===== src/design/sbar_pkg.sv =====
// shared types, constants and palette function for the screen byte attribute renderer
package sbar_pkg;

   localparam int unsigned PIXEL_COUNT = 8;
   localparam int unsigned CNT_WIDTH   = $clog2(PIXEL_COUNT);

   localparam logic [7:0] LEVEL_NORMAL = 8'd192;
   localparam logic [7:0] LEVEL_BRIGHT = 8'd255;

   typedef struct packed {
      logic [7:0] pixel_bits;
      logic [3:0] ink;
      logic [3:0] paper;
      logic [4:0] column;
      logic [7:0] pixel_y;
   } decoded_type;

   typedef struct packed {
      logic       is_ink;
      logic [3:0] ink;
      logic [3:0] paper;
      logic [7:0] pixel_x;
      logic [7:0] pixel_y;
      logic       last_pixel;
   } pixel_type;

   typedef struct packed {
      logic [7:0] red;
      logic [7:0] green;
      logic [7:0] blue;
   } rgb_type;

   // blue is index bit 0, red bit 1, green bit 2, bit 3 picks the bright level
   function automatic rgb_type palette_lookup(input logic [3:0] index);
      logic [7:0] level;
      rgb_type    rgb;
      level     = index[3] ? LEVEL_BRIGHT : LEVEL_NORMAL;
      rgb.red   = index[1] ? level : 8'd0;
      rgb.green = index[2] ? level : 8'd0;
      rgb.blue  = index[0] ? level : 8'd0;
      return rgb;
   endfunction

endpackage


===== src/design/screen_byte_attribute_renderer_core.sv =====
// Screen byte attribute renderer, top level.
//
// A request transaction carries one bitmap byte, its attribute byte and the
// byte's offset in the interleaved bitmap. The block answers with eight
// response transactions, leftmost pixel first, each with screen column and
// row, palette index, RGB and a last_pixel flag on the eighth.
// A request passes the decode, serializer, index and output registers in that
// order; the remaining seven pixels of the byte follow, left to right.
// Throughput: one pixel per cycle while rsp_stall is low, set by
// the serializer that walks the byte. The next byte is taken while the
// current one is still being shifted out, so bytes stream without gaps.
// flash_phase is written over the csr channel, which is always ready; it
// resets to 1 and is sampled when a request is taken.
// Reset empties every stage. When rsp_stall is high the output holds and the
// stages behind it fill, then req_stall rises; nothing is dropped or repeated.
module screen_byte_attribute_renderer_core (
   input  logic        clock,
   input  logic        reset,
   input  logic        req_valid,
   output logic        req_stall,
   input  logic [7:0]  req_pixel_byte,
   input  logic [7:0]  req_attribute,
   input  logic [12:0] req_byte_offset,
   output logic        rsp_valid,
   input  logic        rsp_stall,
   output logic [7:0]  rsp_pixel_x,
   output logic [7:0]  rsp_pixel_y,
   output logic [3:0]  rsp_colour_index,
   output logic [7:0]  rsp_red,
   output logic [7:0]  rsp_green,
   output logic [7:0]  rsp_blue,
   output logic        rsp_last_pixel,
   input  logic        csr_valid,
   output logic        csr_ready,
   input  logic        csr_flash_phase
);
   import sbar_pkg::*;

   logic        flash_phase_ff;
   logic        dec_valid, dec_take;
   decoded_type dec_data;
   logic        pix_valid, pix_take;
   pixel_type   pix_data;

   assign csr_ready = 1'b1;

   always_ff @(posedge clock) begin
      if (reset) begin
         flash_phase_ff <= 1'b1;
      end else if (csr_valid && csr_ready) begin
         flash_phase_ff <= csr_flash_phase;
      end
   end

   sbar_decode u_decode (
      .clock           (clock),
      .reset           (reset),
      .req_valid       (req_valid),
      .req_stall       (req_stall),
      .req_pixel_byte  (req_pixel_byte),
      .req_attribute   (req_attribute),
      .req_byte_offset (req_byte_offset),
      .flash_phase     (flash_phase_ff),
      .dec_valid       (dec_valid),
      .dec_take        (dec_take),
      .dec_data        (dec_data)
   );

   sbar_serializer u_serializer (
      .clock     (clock),
      .reset     (reset),
      .dec_valid (dec_valid),
      .dec_take  (dec_take),
      .dec_data  (dec_data),
      .pix_valid (pix_valid),
      .pix_take  (pix_take),
      .pix_data  (pix_data)
   );

   sbar_colour u_colour (
      .clock            (clock),
      .reset            (reset),
      .pix_valid        (pix_valid),
      .pix_take         (pix_take),
      .pix_data         (pix_data),
      .rsp_valid        (rsp_valid),
      .rsp_stall        (rsp_stall),
      .rsp_pixel_x      (rsp_pixel_x),
      .rsp_pixel_y      (rsp_pixel_y),
      .rsp_colour_index (rsp_colour_index),
      .rsp_red          (rsp_red),
      .rsp_green        (rsp_green),
      .rsp_blue         (rsp_blue),
      .rsp_last_pixel   (rsp_last_pixel)
   );

`ifndef ASSERT_OFF
   // last flag only on the rightmost pixel of a byte
   a_last_on_pixel7: assert property (@(posedge clock) disable iff (reset)
      rsp_valid |-> (rsp_last_pixel == (rsp_pixel_x[2:0] == 3'h7)))
      else $error("last_pixel does not match pixel position");

   // red channel follows index bit 1
   a_red_matches_index: assert property (@(posedge clock) disable iff (reset)
      rsp_valid |-> ((rsp_red != 8'd0) == rsp_colour_index[1]))
      else $error("red component does not match colour index");

   // pixels of one byte come in order: after a non-last pixel leaves, the next is its neighbor
   a_pixel_order: assert property (@(posedge clock) disable iff (reset)
      (rsp_valid && !rsp_stall && !rsp_last_pixel) ##1 rsp_valid
      |-> (rsp_pixel_x == $past(rsp_pixel_x) + 8'd1) && (rsp_pixel_y == $past(rsp_pixel_y)))
      else $error("pixel sequence within a byte broken");

   // nothing comes out right after reset
   a_empty_after_reset: assert property (@(posedge clock)
      $past(reset) |-> !rsp_valid)
      else $error("response valid right after reset");
`endif

endmodule


===== src/design/sbar_decode.sv =====
// input register stage: attribute decode, flash swap and row address unscramble
module sbar_decode (
   input  logic                 clock,
   input  logic                 reset,
   input  logic                 req_valid,
   output logic                 req_stall,
   input  logic [7:0]           req_pixel_byte,
   input  logic [7:0]           req_attribute,
   input  logic [12:0]          req_byte_offset,
   input  logic                 flash_phase,
   output logic                 dec_valid,
   input  logic                 dec_take,
   output sbar_pkg::decoded_type dec_data
);
   import sbar_pkg::*;

   logic        valid_ff, valid_in;
   decoded_type data_ff, data_in;
   logic        swap;
   logic [3:0]  ink, paper;
   logic        load;

   assign req_stall = valid_ff && !dec_take;
   assign load      = req_valid && !req_stall;

   always_comb begin
      ink   = {req_attribute[6], req_attribute[2:0]};
      paper = {req_attribute[6], req_attribute[5:3]};
      swap  = req_attribute[7] && !flash_phase;
      data_in.pixel_bits = req_pixel_byte;
      data_in.ink        = swap ? paper : ink;
      data_in.paper      = swap ? ink : paper;
      data_in.column     = req_byte_offset[4:0];
      // zone, character row, line within the character
      data_in.pixel_y    = {req_byte_offset[12:11], req_byte_offset[7:5],
                            req_byte_offset[10:8]};
      valid_in = load || (valid_ff && !dec_take);
   end

   always_ff @(posedge clock) begin
      if (reset) begin
         valid_ff <= 1'b0;
      end else begin
         valid_ff <= valid_in;
      end
      if (load) begin
         data_ff <= data_in;
      end
   end

   assign dec_valid = valid_ff;
   assign dec_data  = data_ff;

endmodule


===== src/design/sbar_serializer.sv =====
// byte to pixel serializer: one pixel per cycle while pix_take is high, leftmost first
module sbar_serializer (
   input  logic                  clock,
   input  logic                  reset,
   input  logic                  dec_valid,
   output logic                  dec_take,
   input  sbar_pkg::decoded_type dec_data,
   output logic                  pix_valid,
   input  logic                  pix_take,
   output sbar_pkg::pixel_type   pix_data
);
   import sbar_pkg::*;

   logic                 valid_ff, valid_in;
   logic [CNT_WIDTH-1:0] count_ff, count_in;
   decoded_type          data_ff, data_in;
   logic                 last;
   logic                 emit;

   assign last     = (count_ff == CNT_WIDTH'(PIXEL_COUNT - 1));
   assign emit     = valid_ff && pix_take;
   assign dec_take = !valid_ff || (emit && last);

   always_comb begin
      valid_in = valid_ff;
      count_in = count_ff;
      data_in  = data_ff;
      if (dec_take) begin
         valid_in = dec_valid;
         count_in = '0;
         data_in  = dec_data;
      end else if (emit) begin
         count_in = count_ff + 1'b1;
         data_in.pixel_bits = {data_ff.pixel_bits[6:0], 1'b0};
      end
   end

   always_ff @(posedge clock) begin
      if (reset) begin
         valid_ff <= 1'b0;
         count_ff <= '0;
      end else begin
         valid_ff <= valid_in;
         count_ff <= count_in;
      end
      data_ff <= data_in;
   end

   always_comb begin
      pix_data.is_ink     = data_ff.pixel_bits[7];
      pix_data.ink        = data_ff.ink;
      pix_data.paper      = data_ff.paper;
      pix_data.pixel_x    = {data_ff.column, count_ff};
      pix_data.pixel_y    = data_ff.pixel_y;
      pix_data.last_pixel = last;
   end

   assign pix_valid = valid_ff;

endmodule


===== src/design/sbar_colour.sv =====
// colour stages: index select, then palette lookup into the output register
module sbar_colour (
   input  logic                clock,
   input  logic                reset,
   input  logic                pix_valid,
   output logic                pix_take,
   input  sbar_pkg::pixel_type pix_data,
   output logic                rsp_valid,
   input  logic                rsp_stall,
   output logic [7:0]          rsp_pixel_x,
   output logic [7:0]          rsp_pixel_y,
   output logic [3:0]          rsp_colour_index,
   output logic [7:0]          rsp_red,
   output logic [7:0]          rsp_green,
   output logic [7:0]          rsp_blue,
   output logic                rsp_last_pixel
);
   import sbar_pkg::*;

   logic       idx_valid_ff, idx_valid_in;
   logic [3:0] idx_ff;
   logic [7:0] idx_x_ff, idx_y_ff;
   logic       idx_last_ff;
   logic       idx_take;

   logic       out_valid_ff, out_valid_in;
   logic [7:0] out_x_ff, out_y_ff;
   logic [3:0] out_idx_ff;
   rgb_type    out_rgb_ff;
   logic       out_last_ff;
   logic       out_open;

   assign out_open = !out_valid_ff || !rsp_stall;
   assign idx_take = idx_valid_ff && out_open;
   assign pix_take = !idx_valid_ff || out_open;

   assign idx_valid_in = pix_take ? pix_valid : idx_valid_ff;
   assign out_valid_in = out_open ? idx_valid_ff : out_valid_ff;

   always_ff @(posedge clock) begin
      if (reset) begin
         idx_valid_ff <= 1'b0;
         out_valid_ff <= 1'b0;
      end else begin
         idx_valid_ff <= idx_valid_in;
         out_valid_ff <= out_valid_in;
      end
      if (pix_take && pix_valid) begin
         idx_ff      <= pix_data.is_ink ? pix_data.ink : pix_data.paper;
         idx_x_ff    <= pix_data.pixel_x;
         idx_y_ff    <= pix_data.pixel_y;
         idx_last_ff <= pix_data.last_pixel;
      end
      if (idx_take) begin
         out_idx_ff  <= idx_ff;
         out_rgb_ff  <= palette_lookup(idx_ff);
         out_x_ff    <= idx_x_ff;
         out_y_ff    <= idx_y_ff;
         out_last_ff <= idx_last_ff;
      end
   end

   assign rsp_valid        = out_valid_ff;
   assign rsp_pixel_x      = out_x_ff;
   assign rsp_pixel_y      = out_y_ff;
   assign rsp_colour_index = out_idx_ff;
   assign rsp_red          = out_rgb_ff.red;
   assign rsp_green        = out_rgb_ff.green;
   assign rsp_blue         = out_rgb_ff.blue;
   assign rsp_last_pixel   = out_last_ff;

endmodule

===== config.mk =====
export PLATFORM = sky130hd
export DESIGN_NAME = screen_byte_attribute_renderer_core
export DESIGN_NICKNAME = d
export VERILOG_FILES = /design/src/design/sbar_pkg.sv /design/src/design/screen_byte_attribute_renderer_core.sv /design/src/design/sbar_decode.sv /design/src/design/sbar_serializer.sv /design/src/design/sbar_colour.sv
export SDC_FILE = /design/constraint.sdc
export NUM_CORES = 1
export LEC_CHECK = 0
export BUFFER_PORTS_ARGS = -buffer_cell sky130_fd_sc_hd__buf_2
export CAP_MARGIN = 30
export CORE_ASPECT_RATIO = 0.6
export CORE_MARGIN = 4
export CORE_UTILIZATION = 39
export CTS_BUF_LIST = sky130_fd_sc_hd__clkbuf_8
export DETAILED_ROUTE_END_ITERATION = 10
export PLACE_DENSITY_LB_ADDON = 0.3
export RECOVER_POWER = 25
export SYNTH_ARGS = -nofsm -noshare
export SYNTH_HDL_FRONTEND = slang
export SYNTH_SLANG_ARGS = --single-unit

===== constraint.sdc =====
create_clock -name clock -period 3.5 [get_ports clock]
set_input_delay 0.175 -clock clock [delete_from_list [all_inputs] [get_ports clock]]
set_output_delay 0.175 -clock clock [all_outputs]
set_load 0.05 [all_outputs]

==> results of run 1 <==
cells in the mapped netlist:
master,number
mux2i_1,2
nand3_4,1
a21oi_1,3
and3_1,1
inv_1,3
and2_1,5
conb_1,1
dfxtp_1,8
nand3_1,2
a22o_1,1
clkbuf_1,1
a21boi_0,2
nor2b_1,3
nand2b_1,1
mux2_4,4
buf_4,19
nor2_1,5
ha_1,2
a21boi_4,1
edfxtp_1,104
mux2_2,6
nand2_1,23
o21a_1,1
buf_6,1
registers in the layout (all words and copies together) (netlist names), 2 cells and up:
| register | count |
|---|---|
| u_colour.rsp_colour_index | 4 |
| u_decode.dec_data | 28 |
| u_colour.rsp_green | 2 |
| u_colour.idx_ff | 4 |
| u_colour.rsp_blue | 2 |
| u_serializer.data_ff | 7 |
| u_colour.rsp_pixel_x | 8 |
| u_colour.idx_y_ff | 8 |
| u_colour.idx_x_ff | 8 |
| u_colour.rsp_red | 2 |
| u_serializer.pix_data | 21 |
| u_serializer.count_ff | 3 |
| u_colour.rsp_pixel_y | 8 |
metal layers:
layer | share of wire [%] | vias to the layer above
met5 | 0 | -
met2 | 46 | 76
met3 | 10 | 5
li1 | - | 905
met4 | 0.92 | 0
met1 | 43 | 858
kinds of logic after synthesis:
family	Yosys count	synth area share, %
buffers and inverters	24	4.34
multiplexers	12	3.80
adder cells (fa/ha/maj)	2	0.643
AO/OA/AOI/OAI	8	1.67
other	1	0.0964
AND/OR/NAND/NOR	41	5.02
flip-flops	112	84.4
per-stage QoR:
| step | utilization [%] | worst slack (ps) |
|---|---|---|
| 3_3_place_gp | 45.9 | 1380 |
| 5_1_grt | 50.2 | 1080 |
| 3_5_place_dp | 45.9 | 1320 |
| 6_report | 50.2 | 1240 |
| 2_1_floorplan | - | 0.502 |
| 4_1_cts | 50.2 | 1190 |
cell type report:
class                      instances  area [um^2]  area share (%)
clock buffer                       9          124            2.62
inverter                           3         11.3           0.238
tap                              130          163            3.44
multi-input combinational         64          459            9.71
clock inverter                     7         53.8            1.14
timing repair buffer             104          636            13.4
sequential                       112         3280            69.4
how the worst min path moves through the flow:
stage / startpoint / endpoint / cells after the start / slack (ps)
2_1_floorplan: reset / u_colour.idx_valid_ff$_SDFFE_PP0P_ / 1 / 250
3_3_place_gp: req_pixel_byte[0] / u_decode.dec_data[21]$_DFFE_PP_ / 1 / 350
3_5_place_dp: req_byte_offset[12] / u_decode.dec_data[7]$_DFFE_PP_ / 1 / 350
4_1_cts: csr_flash_phase / flash_phase_ff$_SDFFE_PP1P_ / 3 / 9
5_1_grt: csr_flash_phase / flash_phase_ff$_SDFFE_PP1P_ / 3 / 30
6_report: csr_flash_phase / flash_phase_ff$_SDFFE_PP1P_ / 3 / 30
power breakdown:
| part | internal [uW] | switching [uW] |
|---|---|---|
| Sequential | 1560 | 26.1 |
| Clock | 318 | 382 |
| Combinational | 69.0 | 127 |
worst max-delay path: stages, from the launching register on:
cell,delay [ps]
dfxtp_1,350
ha_1,210
ha_1,250
a21boi_4,460
and2_1,200
buf_2,260
==> reports/qor.yml, run 1 <==
sta:
  skew_ps: 7.07
  fin_crit_sh_pct: 64.7
  finalSetupViolCount: 0
  worst_slew_pin_slew_ps: 1000
  fin_tns_setup_ps: 0
  finalHoldViolations: 0
  relSlewSlack_pct: 33.1
  clock.fmax_mhz: 442
  holdWs_ps: 27.4
  slew_violations: 0
  period_minus_slack_ps: 2260
  rsz0062_at_grt: "false"
worst_setup_path:
  rr_startpoint: "u_serializer.count_ff[0]$_SDFFE_PP0P_"
  required_ps: 3320
  cp-start-kind: "register"
  timing.rr.end: "u_serializer.pix_data[14]$_DFFE_PP_"
  crit_arrival_ps: 2090
  timing_worst_setup_path_type: "reg -> out"
  r2r_setup_slack_ps: 1340
  crit_start: "u_serializer.count_ff[0]$_SDFFE_PP0P_"
  reg2regPathDepth: 4
  path_max_fanout: 13
  crit_path_end_kind: "output port"
  crit_end: "req_stall"
status:
  status: "completed"
floorplan:
  die_height_um: 85.3
  fp-row-count: 27
  io_pins: 83
  start_util_pct: 41.3
  die_w_um: 137
  die-area_um2: 11700
  coreArea_um2: 9430
route:
  drc_errors: 0
  via_per_inst: 4.30
  wl_per_cell_um: 13.2
  drt_iter0_markers: 79
  ant_nets: 0
  drtPass1Iterations: 4
  wl_um: 5670
  vias: 1844
logic_synthesis:
  syn_nets: 237
  synth_area_um2: 3890
  synthCells: 200
  post_synth_main_area_contributors: "edfxtp_1 (80%), dfxtp_1 (4.1%), buf_4 (3.7%), nand2_1 (2.2%), mux2_2 (1.7%)"
  synth_cell_type_count: 24
  yosys.area.top_type: "edfxtp_1"
  ys_seq_area_share_pct: 84.4
  synth.ff_latch_count: 112
  ys_warn_count: 0
  synth_top_area_share_pct: 80.3
  avgSynthCellArea_um2: 19.4
clocking:
  cts_sinks: 112
  clk_latency_ps: 360
  cts_setup_buffers: 0
  hold_buffers: 23
  cts_tree: "built"
  cts_buffers: 9
  clk_path_buf_depth: 2
  path_clk_slew_ps: 90
  cts_htree_levels: 3
  root_buffer: "clkbuf_8"
  cts_resized: 0
global_routing:
  track_usage_pct: 10.2
  gr-usage-met3_pct: 5.21
  grt_max_degree: 29
  gr-total-overflow: 0
  grt_pass1_wl_um: 8870
  antenna_found_initial: 0
  grt.busiest_layer: "met2"
  grt_pass1_vias: 1769
  grt_util_met2_pct: 16.0
  grt_use_met1_pct: 12.6
placement:
  dp.cells: 390
  gp_congestion: 0.712
  placed_area_um2: 4320
  io_buffers: 81
  detailed_place_hpwl_um: 3850
cells_and_area:
  drive_gt1_share_pct: 35.5
  final_cells: 429
  antenna_cells: 0
  fin_area_um2: 4730
  final_common_cell: "edfxtp_1"
  layout_common_cells: "edfxtp_1 (104), buf_2 (81), nand2_1 (23), dlygate4sd3_1 (23), clkbuf_8 (9)"
  fillers: 798
  area_growth_pct: 21.6
  fin_nets: 331
power_and_ir_drop:
  total_power_uw: 2480
  p_leak_uw: 0.00181
  power_density_nw_per_um2: 525
  ir_drop_mv: 0.258
flow_run:
  cap_violations: 0
worst_hold_path:
  min_path_type: "in -> reg"
Note: power is estimated with default switching activity, not from simulation.
==> run 2, diff against run 1 <==
- ABC_AREA: default -> 1
- clock period: 3.5 -> 2.15 ns (I/O delays scaled with it)
==> run 2 against run 1 <==
Compared with the run above: register-to-register slack got worse by 850 ps; sequential share of layout area fell by 0.49 points; synthesized cell count rose by 10%; final area rose by 0.71%; synthesized area fell by 0.97%; first-iteration DRC count rose by 42%; final cell count rose by 6.1%; critical path type unchanged; largest cell class unchanged; highest routed layer unchanged.
==> reports/qor.yml, run 2 <==
sta:
  finalHoldViolations: 0
  rsz0062_at_grt: "false"
  fin_crit_sh_pct: 85.0
  skew_ps: 10.9
  fin_tns_setup_ps: 0
  clock.fmax_mhz: 547
  finalSetupViolCount: 0
  period_minus_slack_ps: 1830
  worst_slack_ps: 322
  slew_violations: 0
route:
  ant_nets: 0
  vias: 1854
  drtPass1Iterations: 4
  wl_um: 5780
  via_per_inst: 4.07
  drc_errors: 0
  drt_iter0_markers: 112
  wl_per_cell_um: 12.7
clocking:
  cts_htree_levels: 3
  hold_buffers: 26
  cts_setup_buffers: 0
  clk_path_buf_depth: 2
  path_clk_slew_ps: 100
  cts_tree: "built"
  clk_latency_ps: 360
  cts_buffers: 9
  cts_sinks: 112
  root_buffer: "clkbuf_8"
  cts_resized: 0
logic_synthesis:
  avgSynthCellArea_um2: 17.5
  synthArstFlopShare_pct: 0
  synth_area_um2: 3850
  yosysMostFrequentCell: "edfxtp_1"
  synthXorXnorAreaFrac_pct: 0
  synthAdderAreaFrac_pct: 0.650
  synth_cell_type_count: 19
  synth_top_family_by_area: "buffers and inverters"
  post_synth_main_area_contributors: "edfxtp_1 (81%), dfxtp_1 (4.2%), buf_4 (3.9%), nand2_1 (3.4%), inv_1 (1.6%)"
  syn_nets: 257
  synthCells: 220
  synth_top_area_share_pct: 81.1
  synth_edf_count: 104
  ys_top_cells_by_count: "edfxtp_1 (104), nand2_1 (35), buf_4 (20)"
  ys_warn_count: 0
  yosys.area.top_type: "edfxtp_1"
  synth.ff_latch_count: 112
  synth.area.mux_share_pct: 0.877
  ys_seq_area_share_pct: 85.3
  synth-compound-area-share_pct: 1.95
  synthSimpleGateAreaFrac_pct: 5.33
  ys.flop_type: "edfxtp_1"
cells_and_area:
  postLayoutCoreUtil_pct: 50.7
  area_growth_pct: 23.7
  fin_area_um2: 4760
  fillers: 834
  final_common_cell: "edfxtp_1"
  fin_nets: 357
  antenna_cells: 0
  largest_register_ffs: 28
  final_cells: 455
  drive_gt1_share_pct: 31.4
  layout_common_cells: "edfxtp_1 (104), buf_2 (75), nand2_1 (35), dlygate4sd3_1 (26), inv_1 (16)"
global_routing:
  track_usage_pct: 10.6
  grt_pass1_wl_um: 9040
  grt_max_degree: 30
  grt_pass1_vias: 1800
  gr-total-overflow: 0
  antenna_found_initial: 0
placement:
  gp_congestion: 0.735
  dp.cells: 413
  detailed_place_hpwl_um: 4040
  io_buffers: 81
  placed_area_um2: 4290
  place_ws_ps: 510
worst_setup_path:
  path_max_fanout: 4
  crit_start: "u_serializer.count_ff[0]$_SDFFE_PP0P_"
  crit_path_end_kind: "output port"
  path_common_cell: "ha_1"
  timing.rr.end: "u_decode.dec_data[21]$_DFFE_PP_"
  required_ps: 2040
  rr_startpoint: "u_serializer.count_ff[0]$_SDFFE_PP0P_"
  cp-start-kind: "register"
  crit_arrival_ps: 1720
  timing_worst_setup_path_type: "reg -> out"
  slowest_stage: "dfxtp_1"
  crit_end: "req_stall"
  max_stage_delay_ps: 350
  reg2regPathDepth: 7
  r2r_setup_slack_ps: 490
  worstPathCellList: "ha_1 -> ha_1 -> nand2_2 -> nand3_1 -> inv_1 -> buf_2"
floorplan:
  coreArea_um2: 9390
  die_w_um: 136
  fp-row-count: 27
  io_pins: 83
  start_util_pct: 41.0
  die-area_um2: 11600
  die_height_um: 85.0
flow_run:
  cap_violations: 0
power_and_ir_drop:
  p_leak_uw: 0.00188
  power_density_nw_per_um2: 882
  ir_drop_mv: 0.368
worst_hold_path:
  min_path_type: "in -> reg"
status:
  status: "completed"
## run 2: changes by cell type after synthesis, sizes merged, moves of 2 or more
cell | before | now
and2 | 5 | 0
mux2i | 2 | 0
nand2 | 23 | 37
o21ai | 0 | 4
a21oi | 3 | 11
a21boi | 3 | 0
mux2 | 10 | 3
nor2b | 3 | 0
inv | 3 | 17
nand3 | 3 | 5
## run 2: how the worst min path moves through the flow
stage,startpoint,end,slack (ps),depth (start not counted)
global route,rsp_stall,u_colour.rsp_valid$_SDFFE_PP0P_,10,3
finish,rsp_stall,u_colour.rsp_valid$_SDFFE_PP0P_,50,3
CTS,rsp_stall,u_colour.rsp_valid$_SDFFE_PP0P_,20,3
global placement,req_pixel_byte[4],u_decode.dec_data[25]$_DFFE_PP_,290,1
detailed placement,req_pixel_byte[4],u_decode.dec_data[25]$_DFFE_PP_,290,1
floorplan,reset,u_colour.idx_valid_ff$_SDFFE_PP0P_,180,1
## run 2: power by group
| group | internal, uW | switching (uW) | total, uW |
|---|---|---|---|
| sequential | 2540 | 43.0 | 2580 |
| combinational | 103 | 216 | 319 |
| clock | 656 | 646 | 1300 |
| total | 3300 | 906 | 4200 |
## run 2: layer usage
metal  vias to the layer above  global-route usage, %  routed length [um]
met5                         -                      0                   0
met4                         0                   3.66                  87
met3                        10                   5.21                 395
met2                        60                   16.0                2620
met1                       823                   13.4                2680
li1                        961                      -                   -
## run 2: layout make-up
class,instances,area (um^2),share of cell area [%]
Tap cell,130,163,3.41
Clock inverter,7,92.6,1.94
Clock buffer,9,124,2.60
Inverter,17,66.3,1.39
Timing Repair Buffer,111,689,14.5
Multi-Input combinational cell,69,345,7.25
Sequential cell,112,3280,68.9
## run 2: kinds of logic after synthesis
family	count (synthesis)
buffers and inverters	39
adder cells (fa/ha/maj)	2
AO/OA/AOI/OAI	15
flip-flops	112
multiplexers	3
AND/OR/NAND/NOR	48
other	1
## run 2: worst max-delay path, delay by kind of cell (launching register included)
kind / cells / cell delay, ps
adder cells (fa/ha/maj): 2 / 420
AND/OR/NAND/NOR: 2 / 230
buffers and inverters: 2 / 360
flip-flops: 1 / 350
## run 2: stage by stage
stage               hold slack [ps]  total power [uW]
floorplan                       177              2830
finish                         46.1              4200
CTS                            18.2              4250
detailed placement              286              2920
global route                   14.6              4410
global placement                286              2910
==> run 3, diff against run 2 <==
- clock period: 2.15 -> 2.4 ns (I/O delays scaled with it)
==> run 3 against run 2 <==
Compared with the run above: worst setup slack improved by 230 ps; core utilization decreased by 0.31 points; final cell count increased by 0.22%; die area unchanged; total power decreased by 14%; clock skew increased by 2.6 ps; non-clock buffer count increased by 1; first-iteration DRC count decreased by 12%; clock power decreased by 22%; combinational power decreased by 9.4%; final area decreased by 0.60%; sequential cell count unchanged; critical endpoint unchanged.
==> reports/qor.yml, run 3 (synthesized netlist as in run 2, its figures left out) <==
status:
  status: "completed"
worst_hold_path:
  min_path_type: "in -> reg"
floorplan:
  fp-row-count: 27
  die-area_um2: 11600
  die_w_um: 136
  start_util_pct: 41.0
  die_height_um: 85.0
  io_pins: 83
  coreArea_um2: 9390
sta:
  fin_tns_setup_ps: 0
  rsz0062_at_grt: "false"
  fin_crit_sh_pct: 76.8
  period_minus_slack_ps: 1840
  slew_violations: 0
  skew_ps: 13.5
  finalSetupViolCount: 0
  finalHoldViolations: 0
  clock.fmax_mhz: 542
clocking:
  cts_setup_buffers: 0
  clk_latency_ps: 380
  cts_htree_levels: 3
  clk_path_buf_depth: 2
  cts_resized: 0
  cts_sinks: 112
  cts_buffers: 9
  root_buffer: "clkbuf_8"
  path_clk_slew_ps: 100
  cts_tree: "built"
route:
  via_per_inst: 4.12
  drt_iter0_markers: 99
  wl_per_cell_um: 13.3
  drc_errors: 0
  ant_nets: 0
  vias: 1877
  wl_um: 6090
  drtPass1Iterations: 4
cells_and_area:
  antenna_cells: 0
  final_cells: 456
  area_growth_pct: 22.9
  multiInputGateArea_um2: 345
  final_common_cell: "edfxtp_1"
  layout_common_cells: "edfxtp_1 (104), buf_2 (76), nand2_1 (35), dlygate4sd3_1 (27), inv_1 (16)"
  drive_gt1_share_pct: 31.9
  seqCellArea_um2: 3280
  largest_register_ffs: 28
  fillers: 821
  fin_nets: 358
global_routing:
  grt_pass1_wl_um: 9490
  antenna_found_initial: 0
  grt_max_degree: 30
  grt_pass1_vias: 1859
  track_usage_pct: 11.0
  gr-total-overflow: 0
worst_setup_path:
  timing_worst_setup_path_type: "reg -> out"
  crit_arrival_ps: 1720
  path_max_fanout: 4
  required_ps: 2280
  crit_path_end_kind: "output port"
  cp-start-kind: "register"
power_and_ir_drop:
  ir_drop_mv: 0.378
  p_leak_uw: 0.00187
  power_density_nw_per_um2: 762
placement:
  gp_congestion: 0.730
  dp.cells: 413
  detailed_place_hpwl_um: 4160
  io_buffers: 81
flow_run:
  cap_violations: 0
-- run 3: changes by cell type in the layout (fill, tap and decap cells not counted), sizes merged --
cell,before,now
dlygate4sd3,26,27
clkinv,2,3
clkbuf,15,14
bufinv,2,0
buf,79,80
clkinvlp,1,2
-- run 3: per-layer routing --
layer  wire length [um]  track usage [%]
met5                  0                0
met4                 57             3.29
met3                368             4.80
met2               2850             17.2
met1               2810             14.0
-- run 3: report_power, final --
part / internal (uW) / switching [uW]
sequential: 2270 / 38.5
combinational: 93.3 / 195
clock: 386 / 624
total: 2750 / 858
-- run 3: area by class of cell --
type / count / share of cell area (%)
sequential: 112 / 69.3
timing repair buffer: 112 / 14.8
multi-input combinational: 69 / 7.29
tap: 130 / 3.44
clock buffer: 9 / 2.62
inverter: 17 / 1.40
clock inverter: 7 / 1.14
-- run 3: final timing paths --
| path | slack (ps) | to | start | cells past startpoint |
|---|---|---|---|---|
| worst max-delay path | 560 | req_stall | u_serializer.count_ff[0]$_SDFFE_PP0P_ | 6 |
| worst min-delay path | 40 | u_colour.rsp_valid$_SDFFE_PP0P_ | rsp_stall | 3 |
| worst max register to register | 660 | u_decode.dec_valid$_SDFF_PP0_ | u_serializer.count_ff[0]$_SDFFE_PP0P_ | 6 |
| worst min register to register | 420 | u_serializer.pix_data[4]$_DFFE_PP_ | u_decode.dec_data[3]$_DFFE_PP_ | 0 |
-- run 3: repair_timing --
item | CTS | global route
hold buffers | 27 | 0
endpoints found under the setup margin | 0 | 0
hold endpoints to repair | 27 | 0
-- run 3: stage by stage --
step / setup WS, ps / power (uW) / instance area, um^2 / util (%) / hold WS, ps
3_5_place_dp: 760 / 2620 / 4290 / 45.7 / 298
2_1_floorplan: 157 / 2530 / 3850 / - / 189
3_3_place_gp: 860 / 2610 / 4290 / 45.7 / 298
5_1_grt: 436 / 3770 / 4730 / 50.4 / 49.2
6_report: 556 / 3610 / 4730 / 50.4 / 43.6
4_1_cts: 511 / 3660 / 4740 / 50.5 / 21.1
-- run 3: worst max-delay path, cell delays in order (launching register included) --
cell and delay (ps):
dfxtp_1 340, ha_1 210, ha_1 210, nand2_2 120
nand3_1 120, inv_1 100, buf_2 260
